===== config.mk =====
export PLATFORM = sky130hd
export DESIGN_NAME = ramped_gain_with_mute
export DESIGN_NICKNAME = d
export VERILOG_FILES = /design/src/design/rgm_pkg.sv /design/src/design/rgm_mul.sv /design/src/design/ramped_gain_with_mute.sv
export SDC_FILE = /design/constraint.sdc
export NUM_CORES = 2
export LEC_CHECK = 0
export BUFFER_PORTS_ARGS = -buffer_cell sky130_fd_sc_hd__buf_2
export CAP_MARGIN = 5
export CORE_MARGIN = 3
export CORE_UTILIZATION = 39
export CTS_CLUSTER_DIAMETER = 100
export DETAILED_ROUTE_END_ITERATION = 10
export HOLD_SLACK_MARGIN = 0.08
export PLACE_DENSITY = 0.57
export SLEW_MARGIN = 15
export SYNTH_ARGS = -nofsm -noshare
export SYNTH_HDL_FRONTEND = slang
export SYNTH_SLANG_ARGS = --single-unit

===== constraint.sdc =====
create_clock -name clk_i -period 10.2 [get_ports clk_i]
set_input_delay 1.02 -clock clk_i [delete_from_list [all_inputs] [get_ports clk_i]]
set_output_delay 1.02 -clock clk_i [all_outputs]
set_load 0.05 [all_outputs]

===== src/design/rgm_pkg.sv =====
// rgm_pkg: shared types, constants and helper functions for the ramped gain stage
// used by rgm_mul and ramped_gain_with_mute, depends on nothing

package rgm_pkg;

  // field widths
  localparam int unsigned SampleW = 16;
  localparam int unsigned GainW   = 15;
  localparam int unsigned StepsW  = 16;

  // shared multiplier operand and product widths
  localparam int unsigned MulAW  = 17;
  localparam int unsigned MulBW  = 32;
  localparam int unsigned ProdW  = MulAW + MulBW;

  // q16 multiplier: trunc(|g| * 65536 / 1000) = trunc(|g| * 8192 / 125)
  // done as (|g| * RecipC) >> RecipShift, exact for |g| up to 16384
  localparam int unsigned RecipShift = 24;
  localparam int unsigned MultW      = 21;
  localparam logic [30:0] RecipC     = 31'd1099511628;

  // product to sample scaling
  localparam int unsigned QShift = 16;

  // gain limits in thousandths
  localparam logic signed [GainW:0] GainMin = -16'sd16384;
  localparam logic signed [GainW:0] GainMax = 16'sd16383;

  // smallest distance that still starts a ramp is one above this
  localparam logic [StepsW-1:0] RampMinDist = 16'd2;
  localparam logic [StepsW-1:0] StepsPerPair = 16'd2;

  localparam logic signed [GainW-1:0] GainUnity = 15'sd1000;

  typedef enum logic [1:0] {
    FUNC_PAIR   = 2'd0,
    FUNC_SET    = 2'd1,
    FUNC_MUTE   = 2'd2,
    FUNC_UNMUTE = 2'd3
  } func_e;

  typedef enum logic [5:0] {
    ST_IDLE  = 6'b000001,
    ST_RECIP = 6'b000010,
    ST_NORM  = 6'b000100,
    ST_SCALE = 6'b001000,
    ST_SAT   = 6'b010000,
    ST_DONE  = 6'b100000
  } state_e;

  // one ramp step, clamped to the signed gain range
  function automatic logic signed [GainW-1:0] step_gain(
    input logic signed [GainW-1:0] g,
    input logic                    down
  );
    logic signed [GainW:0] s;
    s = down ? ({g[GainW-1], g} - 16'sd1) : ({g[GainW-1], g} + 16'sd1);
    if (s < GainMin) begin
      s = GainMin;
    end else if (s > GainMax) begin
      s = GainMax;
    end
    return s[GainW-1:0];
  endfunction

  // floor shift right by 16 and saturate to the sample range
  function automatic logic signed [SampleW-1:0] sat_sample(
    input logic signed [ProdW-1:0] p
  );
    logic signed [ProdW-QShift-1:0] q;
    logic signed [SampleW-1:0]      r;
    q = p[ProdW-1:QShift];
    if (q > $signed({{(ProdW-QShift-SampleW+1){1'b0}}, {(SampleW-1){1'b1}}})) begin
      r = {1'b0, {(SampleW-1){1'b1}}};
    end else if (q < $signed({{(ProdW-QShift-SampleW+1){1'b1}}, {(SampleW-1){1'b0}}})) begin
      r = {1'b1, {(SampleW-1){1'b0}}};
    end else begin
      r = q[SampleW-1:0];
    end
    return r;
  endfunction

endpackage


===== src/design/rgm_mul.sv =====
// rgm_mul: shared signed multiplier with a registered product
// depends on rgm_pkg for operand and product widths

module rgm_mul import rgm_pkg::*; (
  input  logic                    clk_i,
  input  logic                    en_i,
  input  logic signed [MulAW-1:0] a_i,
  input  logic signed [MulBW-1:0] b_i,
  output logic signed [ProdW-1:0] prod_o
);

  logic signed [ProdW-1:0] prod_q;

  // product register, holds when not enabled
  always_ff @(posedge clk_i) begin
    if (en_i) begin
      prod_q <= ProdW'(a_i) * ProdW'(b_i);
    end
  end

  assign prod_o = prod_q;

endmodule


===== src/design/ramped_gain_with_mute.sv =====
// ramped_gain_with_mute: zipper-free gain stage with linear ramps and mute.
// A set gain, mute or unmute transaction is taken in the idle state and gives no result. A sample
// pair runs through RECIP, NORM, SCALE, SAT, SCALE and DONE, with RECIP and NORM again after SAT
// while ramping; the one shared multiplier forms each q16 gain and then scales each sample. No new
// transaction is taken until the pair is done. A finished result waits in the output register while
// the next transaction is taken, and a pair holds in DONE while that register is full and stalled.
// Asynchronous active-low reset: gain and saved gain 1000, no ramp, no result pending.

module ramped_gain_with_mute import rgm_pkg::*; (
  input  logic                      clk_i,
  input  logic                      rst_ni,
  input  logic                      in_valid_i,
  output logic                      in_stall_o,
  input  logic [1:0]                func_i,
  input  logic signed [SampleW-1:0] sample_low_i,
  input  logic signed [SampleW-1:0] sample_high_i,
  input  logic signed [GainW-1:0]   target_gain_milli_i,
  output logic                      out_valid_o,
  input  logic                      out_stall_i,
  output logic signed [SampleW-1:0] out_low_o,
  output logic signed [SampleW-1:0] out_high_o,
  output logic                      ramping_o
);

  state_e                    state_q, state_d;
  logic signed [GainW-1:0]   gain_q, gain_d;
  logic signed [GainW-1:0]   saved_q, saved_d;
  logic                      ramp_active_q, ramp_active_d;
  logic                      ramp_down_q, ramp_down_d;
  logic [StepsW-1:0]         steps_q, steps_d;
  logic                      phase_q, phase_d;
  logic                      neg_q, neg_d;
  logic signed [MultW:0]     mult_q, mult_d;
  logic signed [SampleW-1:0] hi_res_q, hi_res_d;
  logic signed [SampleW-1:0] s_lo_q, s_hi_q;
  logic                      out_valid_q, out_valid_d;
  logic signed [SampleW-1:0] out_low_q, out_low_d;
  logic signed [SampleW-1:0] out_high_q, out_high_d;
  logic                      ramping_q, ramping_d;

  logic                      in_accept;
  logic                      mul_en;
  logic signed [MulAW-1:0]   mul_a;
  logic signed [MulBW-1:0]   mul_b;
  logic signed [ProdW-1:0]   prod;
  logic [GainW:0]            gain_mag;
  logic [MultW-1:0]          mult_mag;
  logic signed [GainW-1:0]   ramp_target;
  logic signed [GainW:0]     diff;
  logic [StepsW-1:0]         gain_dist;

  assign in_accept = in_valid_i && !in_stall_o;
  assign in_stall_o = (state_q != ST_IDLE);

  // magnitude of the current gain and of the reciprocal product
  assign gain_mag = gain_q[GainW-1] ? (-{gain_q[GainW-1], gain_q}) : {gain_q[GainW-1], gain_q};
  assign mult_mag = prod[RecipShift+MultW-1:RecipShift];

  // operand selection for the shared multiplier
  always_comb begin
    mul_en = 1'b0;
    mul_a  = '0;
    mul_b  = '0;
    case (state_q)
      ST_RECIP: begin
        mul_en = 1'b1;
        mul_a  = MulAW'(gain_mag);
        mul_b  = MulBW'(RecipC);
      end
      ST_SCALE: begin
        mul_en = 1'b1;
        mul_a  = phase_q ? MulAW'(s_lo_q) : MulAW'(s_hi_q);
        mul_b  = MulBW'(mult_q);
      end
      default: begin
        mul_en = 1'b0;
      end
    endcase
  end

  rgm_mul u_mul (
    .clk_i  (clk_i),
    .en_i   (mul_en),
    .a_i    (mul_a),
    .b_i    (mul_b),
    .prod_o (prod)
  );

  // ramp target and distance for control transactions
  always_comb begin
    case (func_e'(func_i))
      FUNC_SET:    ramp_target = target_gain_milli_i;
      FUNC_UNMUTE: ramp_target = saved_q;
      default:     ramp_target = '0;
    endcase
    diff = {ramp_target[GainW-1], ramp_target} - {gain_q[GainW-1], gain_q};
    gain_dist = diff[GainW] ? StepsW'(-diff) : StepsW'(diff);
  end

  // sequencer and state updates
  always_comb begin
    state_d       = state_q;
    gain_d        = gain_q;
    saved_d       = saved_q;
    ramp_active_d = ramp_active_q;
    ramp_down_d   = ramp_down_q;
    steps_d       = steps_q;
    phase_d       = phase_q;
    neg_d         = neg_q;
    mult_d        = mult_q;
    hi_res_d      = hi_res_q;
    out_valid_d   = out_valid_q && out_stall_i;
    out_low_d     = out_low_q;
    out_high_d    = out_high_q;
    ramping_d     = ramping_q;

    case (state_q)
      ST_IDLE: begin
        if (in_accept) begin
          if (func_e'(func_i) == FUNC_PAIR) begin
            phase_d = 1'b0;
            if (ramp_active_q) begin
              gain_d = step_gain(gain_q, ramp_down_q);
            end
            state_d = ST_RECIP;
          end else begin
            if (func_e'(func_i) == FUNC_MUTE) begin
              saved_d = gain_q;
            end
            if (gain_dist > RampMinDist) begin
              ramp_active_d = 1'b1;
              ramp_down_d   = diff[GainW];
              steps_d       = {gain_dist[StepsW-1:1], 1'b0};
            end
          end
        end
      end
      ST_RECIP: begin
        neg_d   = gain_q[GainW-1];
        state_d = ST_NORM;
      end
      ST_NORM: begin
        mult_d  = neg_q ? (-{1'b0, mult_mag}) : {1'b0, mult_mag};
        state_d = ST_SCALE;
      end
      ST_SCALE: begin
        state_d = phase_q ? ST_DONE : ST_SAT;
      end
      ST_SAT: begin
        // high sample done, second step for the low sample
        hi_res_d = sat_sample(prod);
        phase_d  = 1'b1;
        if (ramp_active_q) begin
          gain_d  = step_gain(gain_q, ramp_down_q);
          state_d = ST_RECIP;
        end else begin
          state_d = ST_SCALE;
        end
      end
      ST_DONE: begin
        if (!out_valid_q || !out_stall_i) begin
          if (ramp_active_q) begin
            if (steps_q <= StepsPerPair) begin
              steps_d       = '0;
              ramp_active_d = 1'b0;
            end else begin
              steps_d = steps_q - StepsPerPair;
            end
          end
          out_low_d   = sat_sample(prod);
          out_high_d  = hi_res_q;
          ramping_d   = ramp_active_q && (steps_q > StepsPerPair);
          out_valid_d = 1'b1;
          state_d     = ST_IDLE;
        end
      end
      default: begin
        state_d = ST_IDLE;
      end
    endcase
  end

  // control and gain state
  always_ff @(posedge clk_i or negedge rst_ni) begin
    if (!rst_ni) begin
      state_q       <= ST_IDLE;
      gain_q        <= GainUnity;
      saved_q       <= GainUnity;
      ramp_active_q <= 1'b0;
      ramp_down_q   <= 1'b0;
      steps_q       <= '0;
      phase_q       <= 1'b0;
      out_valid_q   <= 1'b0;
    end else begin
      state_q       <= state_d;
      gain_q        <= gain_d;
      saved_q       <= saved_d;
      ramp_active_q <= ramp_active_d;
      ramp_down_q   <= ramp_down_d;
      steps_q       <= steps_d;
      phase_q       <= phase_d;
      out_valid_q   <= out_valid_d;
    end
  end

  // payload registers
  always_ff @(posedge clk_i) begin
    if (in_accept) begin
      s_lo_q <= sample_low_i;
      s_hi_q <= sample_high_i;
    end
    neg_q      <= neg_d;
    mult_q     <= mult_d;
    hi_res_q   <= hi_res_d;
    out_low_q  <= out_low_d;
    out_high_q <= out_high_d;
    ramping_q  <= ramping_d;
  end

  assign out_valid_o = out_valid_q;
  assign out_low_o   = out_low_q;
  assign out_high_o  = out_high_q;
  assign ramping_o   = ramping_q;

endmodule


==> impl_metrics.tcl <==
set metrics [dict create \
    wl_per_cell_um 19.7 \
    holdCritPathClass "reg -> reg" \
    status "finished, final reports clean" \
    syn-cell-area_sq_um 26900 \
    rsz0062_at_grt "no" \
    grt_max_degree 56 \
    worstSkewPairLatency_ns 0.49 \
    critical_path_class "reg -> reg" \
    io_buffers 87 \
    tns_ns 0 \
    crit_arrival_ns 9.47 \
    syn_inst 2752 \
    dieArea_sq_um 72200 \
    irDropWorstVdd_v 0.000132 \
    skew_ns 0.0229 \
    period_share 0.906 \
    ios 88 \
    period_needed_ns 9.25 \
    drt_iter0_markers 1433 \
    synth_compound_area_frac 0.0846 \
    synthesis.nets 3440 \
    synth-adder-area-share 0.438 \
    start_kind "register" \
    synth_mux_area_frac 0.0161 \
    crit_required_ns 10.43 \
    critPathMaxFanout 9 \
    layout_commonest_cell "inv_1" \
    place.gp.congestion 0.931 \
    ys_top_cells_by_area "fa_1 37%, edfxtp_1 15%, inv_1 7.6%, ha_1 6.6%, nor2_1 4.2%" \
    p_leak_uw 0.0137 \
    synth-xor-area-share 0.0354 \
    cts_inserted_buffers 17 \
    yosysUniqueCellTypes 93 \
    yosysTopAreaCell "fa_1" \
    cts.clk_slew.worst_paths_ns 0.09 \
    hold_buffers 0 \
    yosysWarningCount 0 \
    avgSynthCellArea_sq_um 9.78 \
    synthToLayoutAreaGrowth_pct 8.30 \
    ys_ff_latch 192 \
    vias_per_cell 5.30 \
    cts.repair.resized 0 \
    synth-seq-area-share 0.205 \
    core-area_sq_um 67800 \
    htreeDepth 4 \
    fp.dieH_um 269 \
    postCtsSetupRepairBufs 0 \
    antenna_found_initial 5 \
    grt_pass1_wl_um 119000 \
    nets 3502 \
    synth-simple-area-share 0.131 \
    hold_viol 0 \
    die_x_um 269 \
    fmax_mhz 108 \
    overflow 0 \
    async_flop_share 0.286 \
    cts-root-buf "clkbuf_16" \
    clockBufferDepth 2 \
    report.final.setup_viol 0 \
    synth_top_area_frac 0.368 \
    slew_viol_final 0 \
    synth_edf_count 137 \
    cts_tree "built" \
    drc 0 \
    relSlewSlack 0.287 \
    stdcell_area_sq_um 29100 \
    synthFlopType "edfxtp_1" \
    p_per_area_nw_per_um2 144 \
    drt_pass1_iterations 5 \
    drive_gt1_frac 0.0828 \
    place_area_sq_um 28500 \
    start_util 0.397 \
    cts_sinks 192 \
    hpwl_um 61100 \
    gr-usage-all-layers 0.214 \
    worstMarginPinSlew_ns 1.06 \
    end_kind "register" \
    drv_cap 0 \
    final_antenna_net_count 0 \
    synth_top_family_by_area "adder cells" \
    vias 19600 \
    rows 95 \
    final_cell_mix "548 x inv_1, 494 x fa_1, 302 x nor2_1" \
    grt_pass1_vias 21100 \
    wirelength_um 73100 \
]
-- per-layer routing --
layer / track usage / wire length [um] / vias to the layer above
li1: - / - / 8848
met1: 0.287 / 31500 / 10100
met2: 0.346 / 34500 / 578
met3: 0.0393 / 4280 / 123
met4: 0.0833 / 2730 / 4
met5: 0 / 27 / -
-- logic make-up after synthesis --
group                    count (synthesis)
multiplexers                            42
flip-flops                             192
XOR/XNOR                               107
adder cells (fa/ha/maj)                647
buffers and inverters                  643
AO/OA/AOI/OAI                          335
AND/OR/NAND/NOR                        786
-- critical path, cell delays in order, from the launching register on --
cell and delay [ns]:
dfrtp_1 0.46, or4b_2 0.72, nor3_2 0.39, nand2_1 0.31
nor2_1 0.41, inv_1 0.18, fa_1 0.60, fa_1 0.53
fa_1 0.51, inv_1 0.05, fa_1 0.50, fa_1 0.58
inv_1 0.07, fa_1 0.53, inv_1 0.04, ha_1 0.36
a21o_1 0.20, a221o_1 0.32, a211oi_1 0.28, inv_1 0.07
a211oi_1 0.43, nor4_1 0.18, o21ai_0 0.30, o21ai_0 0.23
a41oi_1 0.38, nor2_1 0.09, a211o_1 0.28
-- final timing paths --
kind | slack, ns | end | from | cells past startpoint
max in group asynchronous | 8.99 | steps_q[12] | rst_ni | 2
min reg2reg | 0.42 | out_high_o[15] | hi_res_q[15] | 0
min in group asynchronous | 0.64 | saved_q[12] | rst_ni | 2
max | 0.95 | u_mul.prod_o[45] | state_q[2] | 26
max reg2reg | 0.95 | u_mul.prod_o[45] | state_q[2] | 26
min | 0.42 | out_high_o[15] | hi_res_q[15] | 0
-- cells in the mapped netlist, drive strengths merged, types with 5 or more instances --
| master | number |
|---|---|
| o21bai | 10 |
| xor2 | 27 |
| a31oi | 7 |
| nand3 | 26 |
| mux2 | 8 |
| nand2b | 27 |
| or2 | 7 |
| and2 | 21 |
| a21oi | 69 |
| mux2i | 34 |
| nand2 | 268 |
| a211oi | 11 |
| dfstp | 13 |
| nand4 | 17 |
| maj3 | 12 |
| nand3b | 5 |
| o31ai | 14 |
| fa | 494 |
| o21ai | 90 |
| o2bb2ai | 7 |
| o21a | 6 |
| o22ai | 15 |
| nor2 | 302 |
| and3 | 18 |
| o211ai | 5 |
| inv | 548 |
| nor3 | 25 |
| clkbuf | 83 |
| nor2b | 26 |
| buf | 11 |
| ha | 141 |
| edfxtp | 137 |
| dfrtp | 42 |
| o311ai | 16 |
| or3 | 16 |
| a21o | 28 |
| xnor2 | 80 |
| a22o | 6 |
| nor4 | 15 |
-- final cells by class --
type | count | area, sq um
Clock buffer | 17 | 425
Clock inverter | 15 | 203
Timing Repair Buffer | 137 | 811
Multi-Input combinational cell | 1917 | 19000
Fill cell | 6477 | 38600
Antenna cell | 3 | 7.51
Tap cell | 873 | 1090
Inverter | 549 | 2060
Sequential cell | 192 | 5510
-- registers in the layout, indices dropped and copies added (netlist names) --
name	cells
neg_q	1
s_lo_q	16
u_mul.prod_o	33
state_q	6
out_high_o	16
phase_q	1
steps_q	15
ramping_o	1
gain_q	15
s_hi_q	16
out_low_o	16
mult_q	22
saved_q	15
ramp_down_q	1
out_valid_o	1
ramp_active_q	1
hi_res_q	16
-- report_power, final --
group	leakage, uW	switching (uW)	internal, uW
Clock	0.000298	367	336
Combinational	0.0115	1430	886
Sequential	0.00193	157	1020
-- per-stage QoR --
stage                     instances  hold slack (ns)  utilization  total power, uW  setup WS (ns)
after floorplan                2752            0.400            -             2880           1.74
after global placement         3668            0.400        0.421             3440           1.07
after detailed placement       3668            0.406        0.421             3490          0.941
after CTS                      3700            0.425        0.430             4220          0.875
after global routing           3702            0.428        0.430             4530          0.256
final                          3703            0.421        0.430             4200          0.954
Note: power is estimated with default switching activity, not from simulation.
